[src/design/tinyjambu_aead_core_defines.svh]
// ----------------------------------------------------------------------------
// tinyjambu_aead_core_defines
// assertion macros of the tinyjambu round engine (tj_back); empty under synthesis
// ----------------------------------------------------------------------------
`ifndef TINYJAMBU_AEAD_CORE_DEFINES_SVH
`define TINYJAMBU_AEAD_CORE_DEFINES_SVH

`ifndef SYNTHESIS
// same-cycle implication
`define TJ_ASSERT_IMP(lbl, pre, post) \
  lbl: assert property (@(posedge clk) disable iff (!rst_n) (pre) |-> (post)) \
    else $error("tinyjambu core assertion failed");
// next-cycle implication
`define TJ_ASSERT_NXT(lbl, pre, post) \
  lbl: assert property (@(posedge clk) disable iff (!rst_n) (pre) |=> (post)) \
    else $error("tinyjambu core assertion failed");
`else
`define TJ_ASSERT_IMP(lbl, pre, post)
`define TJ_ASSERT_NXT(lbl, pre, post)
`endif

`endif

[src/design/tj_aead_pkg.sv]
// ----------------------------------------------------------------------------
// tj_aead_pkg
// shared types, operation codes and constants of the tinyjambu core
// ----------------------------------------------------------------------------
`default_nettype none

package tj_aead_pkg;

  // operation codes after classification
  typedef logic [2:0] tj_op_t;
  localparam tj_op_t OP_INIT  = 3'd0;
  localparam tj_op_t OP_NONCE = 3'd1;
  localparam tj_op_t OP_AD    = 3'd2;
  localparam tj_op_t OP_MSG   = 3'd3;
  localparam tj_op_t OP_FINAL = 3'd4;
  localparam tj_op_t OP_NONE  = 3'd5;

  // raw action field values
  localparam logic [2:0] ACT_INIT  = 3'd0;
  localparam logic [2:0] ACT_NONCE = 3'd1;
  localparam logic [2:0] ACT_AD    = 3'd2;
  localparam logic [2:0] ACT_MSG   = 3'd3;
  localparam logic [2:0] ACT_FINAL = 3'd4;

  localparam int Q_DEPTH = 2;
  localparam int Q_AW    = $clog2(Q_DEPTH);

  typedef struct packed {
    tj_op_t      op;
    logic [31:0] data;
    logic [31:0] mask;
    logic        full;
    logic [2:0]  nbytes;
    logic [63:0] exp_tag;
  } tj_cmd_t;

  typedef struct packed {
    logic    valid;
    tj_cmd_t cmd;
  } tj_qhead_t;

endpackage

`default_nettype wire

[src/design/tj_front.sv]
// ----------------------------------------------------------------------------
// tj_front
// input side: takes items and turns them into commands for the round engine
// ----------------------------------------------------------------------------
`default_nettype none

module tj_front
  import tj_aead_pkg::*;
(
  input  wire logic        in_valid,
  output logic             in_stall,
  input  wire logic [2:0]  in_action,
  input  wire logic [31:0] in_data_in,
  input  wire logic [2:0]  in_valid_bytes,
  input  wire logic [63:0] in_expected_tag,
  input  wire logic        q_full,
  output logic             q_push,
  output tj_cmd_t          q_cmd
);

  logic [31:0] part_mask;

  assign in_stall = q_full;
  assign q_push   = in_valid && !q_full;

  always_comb begin
    case (in_valid_bytes[1:0])
      2'd1:    part_mask = 32'h0000_00FF;
      2'd2:    part_mask = 32'h0000_FFFF;
      2'd3:    part_mask = 32'h00FF_FFFF;
      default: part_mask = 32'h0000_0000;
    endcase
  end

  always_comb begin
    q_cmd.data    = in_data_in;
    q_cmd.exp_tag = in_expected_tag;
    q_cmd.nbytes  = in_valid_bytes;
    q_cmd.full    = in_valid_bytes[2];
    q_cmd.mask    = in_valid_bytes[2] ? 32'hFFFF_FFFF : part_mask;
    unique case (in_action)
      ACT_INIT:  q_cmd.op = OP_INIT;
      ACT_NONCE: begin
        // nonce words always absorb the whole word
        q_cmd.op   = OP_NONCE;
        q_cmd.full = 1'b1;
        q_cmd.mask = 32'hFFFF_FFFF;
      end
      ACT_AD:    q_cmd.op = OP_AD;
      ACT_MSG:   q_cmd.op = OP_MSG;
      ACT_FINAL: q_cmd.op = OP_FINAL;
      default:   q_cmd.op = OP_NONE;
    endcase
  end

endmodule

`default_nettype wire

[src/design/tj_queue.sv]
// ----------------------------------------------------------------------------
// tj_queue
// short command fifo between the front and the round engine
// ----------------------------------------------------------------------------
`default_nettype none

module tj_queue
  import tj_aead_pkg::*;
(
  input  wire logic    clk,
  input  wire logic    rst_n,
  input  wire logic    push,
  input  wire tj_cmd_t push_cmd,
  output logic         full,
  input  wire logic    pop,
  output tj_qhead_t    head
);

  tj_cmd_t         mem_r [Q_DEPTH];
  logic [Q_AW-1:0] wr_ptr_r, wr_ptr_nxt;
  logic [Q_AW-1:0] rd_ptr_r, rd_ptr_nxt;
  logic [Q_AW:0]   count_r, count_nxt;
  logic            do_push, do_pop;

  assign full       = (count_r == (Q_AW+1)'(Q_DEPTH));
  assign head.valid = (count_r != '0);
  assign head.cmd   = mem_r[rd_ptr_r];

  assign do_push = push && !full;
  assign do_pop  = pop && head.valid;

  always_comb begin
    wr_ptr_nxt = wr_ptr_r;
    rd_ptr_nxt = rd_ptr_r;
    count_nxt  = count_r;
    if (do_push) begin
      wr_ptr_nxt = (wr_ptr_r == Q_AW'(Q_DEPTH - 1)) ? '0 : wr_ptr_r + 1'b1;
    end
    if (do_pop) begin
      rd_ptr_nxt = (rd_ptr_r == Q_AW'(Q_DEPTH - 1)) ? '0 : rd_ptr_r + 1'b1;
    end
    if (do_push && !do_pop) begin
      count_nxt = count_r + 1'b1;
    end else if (do_pop && !do_push) begin
      count_nxt = count_r - 1'b1;
    end
  end

  always_ff @(posedge clk) begin
    if (!rst_n) begin
      wr_ptr_r <= '0;
      rd_ptr_r <= '0;
      count_r  <= '0;
    end else begin
      wr_ptr_r <= wr_ptr_nxt;
      rd_ptr_r <= rd_ptr_nxt;
      count_r  <= count_nxt;
    end
  end

  always_ff @(posedge clk) begin
    if (do_push) begin
      mem_r[wr_ptr_r] <= push_cmd;
    end
  end

endmodule

`default_nettype wire

[src/design/tj_back.sv]
// ----------------------------------------------------------------------------
// tj_back
// round engine: 32 nlfsr rounds per cycle, absorb, tag and result register
// ----------------------------------------------------------------------------
`default_nettype none
`include "tinyjambu_aead_core_defines.svh"

module tj_back
  import tj_aead_pkg::*;
(
  input  wire logic         clk,
  input  wire logic         rst_n,
  input  wire logic [127:0] key,
  input  wire logic         decrypt,
  input  wire tj_qhead_t    q_head,
  output logic              q_pop,
  output logic              out_valid,
  input  wire logic         out_stall,
  output logic [31:0]       out_data_out,
  output logic [63:0]       out_tag,
  output logic              out_tag_ok
);

  typedef logic [3:0][31:0] tj_state_t;

  localparam logic [1:0] ST_IDLE = 2'd0;
  localparam logic [1:0] ST_RUN  = 2'd1;
  localparam logic [1:0] ST_POST = 2'd2;

  localparam logic [31:0] FRAME_NONCE = 32'h10;
  localparam logic [31:0] FRAME_AD    = 32'h30;
  localparam logic [31:0] FRAME_MSG   = 32'h50;
  localparam logic [31:0] FRAME_FINAL = 32'h70;
  localparam int ROUNDS_SHORT = 640;
  localparam int ROUNDS_LONG  = 1024;
  localparam logic [4:0] LAST_SHORT = 5'(ROUNDS_SHORT / 32 - 1);
  localparam logic [4:0] LAST_LONG  = 5'(ROUNDS_LONG / 32 - 1);

  function automatic tj_state_t tj_round32(tj_state_t s, logic [31:0] kw);
    logic [31:0] t47, t70, t85, t91, fb;
    tj_state_t   r;
    t47 = {s[2][14:0], s[1][31:15]};
    t70 = {s[3][5:0],  s[2][31:6]};
    t85 = {s[3][20:0], s[2][31:21]};
    t91 = {s[3][26:0], s[2][31:27]};
    fb  = s[0] ^ t47 ^ ~(t70 & t85) ^ t91 ^ kw;
    r[0] = s[1];
    r[1] = s[2];
    r[2] = s[3];
    r[3] = fb;
    return r;
  endfunction

  logic [1:0]  state_r, state_nxt;
  tj_state_t   s_r, s_nxt;
  tj_cmd_t     cmd_r, cmd_nxt;
  logic [4:0]  step_r, step_nxt;
  logic [4:0]  last_r, last_nxt;
  logic        phase_r, phase_nxt;
  logic [31:0] t0_r, t0_nxt;
  logic        out_valid_r, out_valid_nxt;
  logic [31:0] dout_r, dout_nxt;
  logic [63:0] tag_r, tag_nxt;
  logic        ok_r, ok_nxt;

  logic [31:0] key_word;
  logic        out_free;
  logic [31:0] msg_out;
  logic [31:0] absorb;
  logic [63:0] tag_calc;

  always_comb begin
    case (step_r[1:0])
      2'd0:    key_word = key[31:0];
      2'd1:    key_word = key[63:32];
      2'd2:    key_word = key[95:64];
      default: key_word = key[127:96];
    endcase
  end

  assign out_free = !out_valid_r || !out_stall;
  assign msg_out  = (s_r[2] ^ cmd_r.data) & cmd_r.mask;
  assign absorb   = (cmd_r.op == OP_MSG && decrypt) ? msg_out : (cmd_r.data & cmd_r.mask);
  assign tag_calc = {s_r[2], t0_r};

  always_comb begin
    state_nxt     = state_r;
    s_nxt         = s_r;
    cmd_nxt       = cmd_r;
    step_nxt      = step_r;
    last_nxt      = last_r;
    phase_nxt     = phase_r;
    t0_nxt        = t0_r;
    dout_nxt      = dout_r;
    tag_nxt       = tag_r;
    ok_nxt        = ok_r;
    q_pop         = 1'b0;
    out_valid_nxt = out_stall ? out_valid_r : 1'b0;

    unique case (state_r)
      ST_IDLE: begin
        if (q_head.valid) begin
          q_pop     = 1'b1;
          cmd_nxt   = q_head.cmd;
          step_nxt  = '0;
          phase_nxt = 1'b0;
          state_nxt = ST_RUN;
          last_nxt  = LAST_LONG;
          case (q_head.cmd.op)
            OP_INIT:  s_nxt = '0;
            OP_NONCE: begin
              s_nxt[1] = s_r[1] ^ FRAME_NONCE;
              last_nxt = LAST_SHORT;
            end
            OP_AD: begin
              s_nxt[1] = s_r[1] ^ FRAME_AD;
              last_nxt = LAST_SHORT;
            end
            OP_MSG:   s_nxt[1] = s_r[1] ^ FRAME_MSG;
            OP_FINAL: s_nxt[1] = s_r[1] ^ FRAME_FINAL;
            default:  state_nxt = ST_POST;
          endcase
        end
      end

      ST_RUN: begin
        s_nxt    = tj_round32(s_r, key_word);
        step_nxt = step_r + 1'b1;
        if (step_r == last_r) begin
          state_nxt = ST_POST;
        end
      end

      ST_POST: begin
        if (cmd_r.op == OP_FINAL && !phase_r) begin
          // first tag word taken, second squeeze follows
          t0_nxt    = s_r[2];
          s_nxt[1]  = s_r[1] ^ FRAME_FINAL;
          last_nxt  = LAST_SHORT;
          step_nxt  = '0;
          phase_nxt = 1'b1;
          state_nxt = ST_RUN;
        end else if (out_free) begin
          out_valid_nxt = 1'b1;
          dout_nxt      = '0;
          tag_nxt       = '0;
          ok_nxt        = 1'b0;
          state_nxt     = ST_IDLE;
          case (cmd_r.op) inside
            OP_NONCE, OP_AD, OP_MSG: begin
              s_nxt[3] = s_r[3] ^ absorb;
              if (!cmd_r.full) begin
                s_nxt[1] = s_r[1] ^ {29'd0, cmd_r.nbytes};
              end
              if (cmd_r.op == OP_MSG) begin
                dout_nxt = msg_out;
              end
            end
            OP_FINAL: begin
              tag_nxt = tag_calc;
              ok_nxt  = (tag_calc == cmd_r.exp_tag);
            end
            default: ;
          endcase
        end
      end

      default: state_nxt = ST_IDLE;
    endcase
  end

  always_ff @(posedge clk) begin
    if (!rst_n) begin
      state_r     <= ST_IDLE;
      s_r         <= '0;
      step_r      <= '0;
      last_r      <= '0;
      phase_r     <= 1'b0;
      out_valid_r <= 1'b0;
    end else begin
      state_r     <= state_nxt;
      s_r         <= s_nxt;
      step_r      <= step_nxt;
      last_r      <= last_nxt;
      phase_r     <= phase_nxt;
      out_valid_r <= out_valid_nxt;
    end
  end

  always_ff @(posedge clk) begin
    cmd_r  <= cmd_nxt;
    t0_r   <= t0_nxt;
    dout_r <= dout_nxt;
    tag_r  <= tag_nxt;
    ok_r   <= ok_nxt;
  end

  assign out_valid    = out_valid_r;
  assign out_data_out = dout_r;
  assign out_tag      = tag_r;
  assign out_tag_ok   = ok_r;

  `TJ_ASSERT_IMP(a_step_in_range, state_r == ST_RUN, step_r <= last_r)
  `TJ_ASSERT_IMP(a_pop_when_idle, q_pop, state_r == ST_IDLE && q_head.valid)
  `TJ_ASSERT_NXT(a_result_kept, out_valid_r && out_stall, out_valid_r)
  `TJ_ASSERT_NXT(a_final_second_pass,
                 state_r == ST_POST && cmd_r.op == OP_FINAL && !phase_r,
                 state_r == ST_RUN && phase_r && last_r == LAST_SHORT)

endmodule

`default_nettype wire

[src/design/tinyjambu_aead_core.sv]
// init and message items run the long permutation, nonce and associated
// data the short one, finalize the long then the short; items wait in the
// queue when they pile up. the 32-round-per-cycle nlfsr unit works on one
// item at a time; the two-entry command queue takes items until it is full
// reset: synchronous active-low rst_n clears the state, key, mode and queue
// ----------------------------------------------------------------------------
// tinyjambu_aead_core
// tinyjambu-128 authenticated cipher core with apb configuration
// ----------------------------------------------------------------------------
`default_nettype none

module tinyjambu_aead_core
  import tj_aead_pkg::*;
(
  input  wire logic        clk,
  input  wire logic        rst_n,
  input  wire logic        psel,
  input  wire logic        penable,
  input  wire logic        pwrite,
  input  wire logic [4:0]  paddr,
  input  wire logic [63:0] pwdata,
  output logic [63:0]      prdata,
  output logic             pready,
  input  wire logic        in_valid,
  output logic             in_stall,
  input  wire logic [2:0]  in_action,
  input  wire logic [31:0] in_data_in,
  input  wire logic [2:0]  in_valid_bytes,
  input  wire logic [63:0] in_expected_tag,
  output logic             out_valid,
  input  wire logic        out_stall,
  output logic [31:0]      out_data_out,
  output logic [63:0]      out_tag,
  output logic             out_tag_ok
);

  localparam logic [1:0] REG_KEY_LOW  = 2'd0;
  localparam logic [1:0] REG_KEY_HIGH = 2'd1;
  localparam logic [1:0] REG_DECRYPT  = 2'd2;

  logic [63:0] key_low_r, key_high_r;
  logic        decrypt_r;
  logic        wr_en;
  logic [1:0]  reg_idx;

  logic      q_full, q_push, q_pop;
  tj_cmd_t   q_cmd;
  tj_qhead_t q_head;

  assign pready  = 1'b1;
  assign reg_idx = paddr[4:3];
  assign wr_en   = psel && penable && pwrite;

  always_ff @(posedge clk) begin
    if (!rst_n) begin
      key_low_r  <= '0;
      key_high_r <= '0;
      decrypt_r  <= 1'b0;
    end else if (wr_en) begin
      unique case (reg_idx)
        REG_KEY_LOW:  key_low_r  <= pwdata;
        REG_KEY_HIGH: key_high_r <= pwdata;
        REG_DECRYPT:  decrypt_r  <= pwdata[0];
        default: ;
      endcase
    end
  end

  always_comb begin
    unique case (reg_idx)
      REG_KEY_LOW:  prdata = key_low_r;
      REG_KEY_HIGH: prdata = key_high_r;
      REG_DECRYPT:  prdata = {63'd0, decrypt_r};
      default:      prdata = '0;
    endcase
  end

  tj_front u_front (
    .in_valid        (in_valid),
    .in_stall        (in_stall),
    .in_action       (in_action),
    .in_data_in      (in_data_in),
    .in_valid_bytes  (in_valid_bytes),
    .in_expected_tag (in_expected_tag),
    .q_full          (q_full),
    .q_push          (q_push),
    .q_cmd           (q_cmd)
  );

  tj_queue u_queue (
    .clk      (clk),
    .rst_n    (rst_n),
    .push     (q_push),
    .push_cmd (q_cmd),
    .full     (q_full),
    .pop      (q_pop),
    .head     (q_head)
  );

  tj_back u_back (
    .clk          (clk),
    .rst_n        (rst_n),
    .key          ({key_high_r, key_low_r}),
    .decrypt      (decrypt_r),
    .q_head       (q_head),
    .q_pop        (q_pop),
    .out_valid    (out_valid),
    .out_stall    (out_stall),
    .out_data_out (out_data_out),
    .out_tag      (out_tag),
    .out_tag_ok   (out_tag_ok)
  );

endmodule

`default_nettype wire

[config.mk]
export PLATFORM = sky130hd
export DESIGN_NAME = tinyjambu_aead_core
export DESIGN_NICKNAME = d
export VERILOG_FILES = /design/src/design/tj_aead_pkg.sv /design/src/design/tj_front.sv /design/src/design/tj_queue.sv /design/src/design/tj_back.sv /design/src/design/tinyjambu_aead_core.sv
export VERILOG_INCLUDE_DIRS = /design/src /design/src/design
export SDC_FILE = /design/constraint.sdc
export NUM_CORES = 1
export LEC_CHECK = 0
export ABC_AREA = 1
export ABC_CLOCK_PERIOD_IN_PS = 7000
export BUFFER_PORTS_ARGS = -buffer_cell sky130_fd_sc_hd__clkbuf_2
export CAP_MARGIN = 10
export CELL_PAD_IN_SITES_DETAIL_PLACEMENT = 0
export CELL_PAD_IN_SITES_GLOBAL_PLACEMENT = 1
export CORE_MARGIN = 4
export CORE_UTILIZATION = 40
export CTS_CLUSTER_SIZE = 16
export DETAILED_ROUTE_END_ITERATION = 10
export PLACE_DENSITY_LB_ADDON = 0.12
export SLEW_MARGIN = 10
export SYNTH_ARGS = -nofsm -noshare
export SYNTH_HDL_FRONTEND = slang
export SYNTH_SLANG_ARGS = --single-unit
[constraint.sdc]
create_clock -name clk -period 7 [get_ports clk]
set_clock_uncertainty 0.05 [all_clocks]
set_input_delay 0.7 -clock clk [delete_from_list [all_inputs] [get_ports clk]]
set_output_delay 0.7 -clock clk [all_outputs]
set_load 0.05 [all_outputs]
==> results.json <==
{
  "fin_tns_setup_ns": 0,
  "clockBufferDepth": 3,
  "yosys_register_bits": 720,
  "dp_slack_ns": 3.26,
  "vias_per_cell": 5.01,
  "endpoint": "u_back.s_r[99]$_SDFFE_PN0P_",
  "post_cts_buffers": 0,
  "row_count": 105,
  "synth-edff-count": 447,
  "synthAdderAreaFrac_pct": 0.338,
  "use_met2_pct": 41.1,
  "hp-class": "input pin to register",
  "critical_path_arrival_ns": 4.18,
  "area.growth.synth_to_final_pct": 15.6,
  "grt_antenna_before_repair": 5,
  "cellLeakagePower_nw": 16.1,
  "cts-root-buf": "clkbuf_16",
  "post-route-util_pct": 46.8,
  "worstRegToRegCells": 10,
  "pin_count": 342,
  "die_w_um": 296,
  "reg2reg_to": "u_back.s_r[99]$_SDFFE_PN0P_",
  "power.density_mw_per_mm2": 374,
  "final_common_cell": "nand2_1",
  "worst_pin_slew_ns": 1.15,
  "grt.met1_usage_pct": 34.6,
  "htree_levels": 3,
  "min_period_over_period_pct": 52.9,
  "insertion_delay_ns": 0.65,
  "dr.first_iter.drc_count": 2140,
  "ctsResizeCount": 0,
  "ctsHoldBuffers": 0,
  "status": "completed",
  "drc": 0,
  "core_area_mm2": 0.0822,
  "cpPeakStageDelay_ns": 1.03,
  "cts_tree": "done",
  "avgSynthCellArea_um2": 8.12,
  "grt_usage_pct": 24.8,
  "grt_first_pass_wirelength_um": 163000,
  "port_buffers": 337,
  "power_mw": 14.4,
  "rsz0062_at_grt": "false",
  "grt_busiest_layer": "met2",
  "setup_ws_ns": 3.30,
  "cp_data_required_time_ns": 7.48,
  "synth_top_area_cell": "edfxtp_1",
  "gr-total-overflow": 0,
  "clock_sinks": 720,
  "synth_cell_type_count": 38,
  "drtPass1Iterations": 6,
  "synthArstFlopShare_pct": 0,
  "synth_top_family_by_area": "simple AND/OR/NAND/NOR gates",
  "initial_core_util_pct": 40.5,
  "hp-start": "in_expected_tag[31]",
  "ys_seq_area_share_pct": 56.8,
  "drive_gt1_share_pct": 12.1,
  "nets": 4528,
  "place_hpwl_um": 76300,
  "crit_slowest_cell": "nor2_4",
  "rrSetupSlack_ns": 3.30,
  "grt_pass1_vias": 25200,
  "synth_compound_area_share_pct": 7.21,
  "syn-num-nets": 4287,
  "synth_top_area_share_pct": 40.3,
  "ir_worst_vdd_mv": 0.244,
  "hold_viol": 0,
  "rr_startpoint": "u_back.cmd_r[134]$_DFFE_PP_",
  "ant_nets": 0,
  "wl_per_cell_um": 20.3,
  "grt_max_degree": 86,
  "vias": 27500,
  "crit_fanout": 34,
  "setup_violations": 0,
  "max_cap_violations": 0,
  "place.gp.congestion": 0.874,
  "syn_area_mm2": 0.0333,
  "crit_chain": "inv_1 -> nand3_2 -> nor2_4 -> buf_4 -> nand2_1 -> nand3_1 -> nand3_1 -> nand2_1 -> nand2_1 -> a21oi_1",
  "worstSetupPathType": "register to register",
  "die-area_mm2": 0.0879,
  "max_slew_margin_pct": 23.2,
  "drt-total-wl_um": 111000,
  "max_freq_mhz": 270,
  "synth_area_leaders": "edfxtp_1 (40%), nand2_1 (17%), dfxtp_1 (16%), nor2_1 (5.9%), nand3_1 (4.6%)",
  "ys.flop_type": "edfxtp_1",
  "slew_violations": 0,
  "postSynthCellCount": 4100,
  "path_clk_slew_ns": 0.06,
  "crit_top_cell": "nand2_1",
  "crit_path_start": "u_back.cmd_r[134]$_DFFE_PP_",
  "fin_hold_ws_ns": 0.183,
  "muxShareOfSynthArea_pct": 0,
  "ys_warn_count": 0,
  "cts_made_buffers": 82,
  "worstSetupEndpointType": "register",
  "fin_crit_ns": 3.70,
  "synth-simple-area-share_pct": 28.3,
  "startpoint_type": "register",
  "chipHeight_um": 296,
  "synth_xor_area_share_pct": 1.37,
  "final_cell_mix": "nand2_1 (1,513), nor2_1 (522), edfxtp_1 (447)",
  "grt_use_met3_pct": 3.15
}
## flip-flops by register name, indices dropped and copies added (netlist names), 2 cells and up, named ones only
signal               flops
u_queue.mem_r          212
u_back.s_r             128
u_back.cmd_r           106
key_high_r              64
key_low_r               64
u_back.out_tag          64
u_back.out_data_out     32
u_back.t0_r             32
u_back.step_r            5
u_back.last_r            2
u_back.state_r           2
u_queue.count_r          2
## kinds of logic (layout without fill, tap and decap cells)
| family | Yosys count | after routing |
|---|---|---|
| and+or+nand+nor | 2381 | 2381 |
| DFF | 720 | 720 |
| buffers and inverters | 503 | 809 |
| AOI/OAI and AO/OA | 434 | 434 |
| xor gates and xnor gates | 52 | 52 |
| adders and majority gates | 9 | 9 |
| other | 1 | 3 |
## power breakdown
group	switching (mW)	internal, mW	leakage [nW]
Sequential	0.561	5.49	6.40
Clock	1.84	2.50	1.34
Combinational	2.98	1.00	8.40
## metrics by stage
stage | area, µm² | instances
2_1_floorplan | 33300 | 4100
3_3_place_gp | 35700 | 5327
3_5_place_dp | 35700 | 5327
4_1_cts | 38500 | 5476
5_1_grt | 38500 | 5478
6_report | 38500 | 5478
## worst min-delay path by stage
stage | to | depth (start not counted)
finish | u_queue.mem_r[1][31]$_DFFE_PP_ | 1
CTS | u_queue.mem_r[0][27]$_DFFE_PP_ | 1
detailed placement | register | 1
floorplan | u_back.t0_r[10]$_DFFE_PP_ | 0
global route | u_queue.mem_r[0][53]$_DFFE_PP_ | 1
global placement | register | 1
## area by class of cell
| type | count | area [µm²] |
|---|---|---|
| fillers | 8206 | 43800 |
| flip-flops and latches | 720 | 18900 |
| multi-input cells | 2877 | 12500 |
| clock buffers | 110 | 2280 |
| repair buffers | 370 | 1940 |
| well taps | 1070 | 1340 |
| inverters | 290 | 1090 |
| clock inverters | 39 | 472 |
| diodes | 2 | 5.00 |
## critical path, delay by kind of cell (launching register included)
kind / cells / cell delay [ns]
compound gates: 1 / 0.13
buf+inv: 2 / 0.62
flops: 1 / 0.38
simple gates: 7 / 2.39
## per-layer routing
metal	part of all wire [%]	vias up	wire, µm
met1	45	12800	50300
met3	5.5	138	6100
met5	0.036	-	40
li1	-	13700	-
met2	47	773	52000
met4	2.4	4	2710
## cells in the mapped netlist (5+ instances only)
| cell type | instances |
|---|---|
| nor2_1 | 527 |
| a22o_1 | 31 |
| dfxtp_1 | 273 |
| inv_2 | 6 |
| a21oi_1 | 168 |
| nand2_1 | 1514 |
| buf_6 | 7 |
| nand4_1 | 8 |
| o21ai_0 | 187 |
| buf_1 | 11 |
| xor2_1 | 17 |
| o22ai_1 | 9 |
| clkbuf_1 | 159 |
| edfxtp_1 | 447 |
| nor3_1 | 11 |
| ha_1 | 9 |
| nand2_2 | 5 |
| inv_1 | 282 |
| o21bai_1 | 32 |
| buf_2 | 34 |
| nand3_1 | 304 |
| xnor2_1 | 35 |
(Power assumes the default switching activity.)
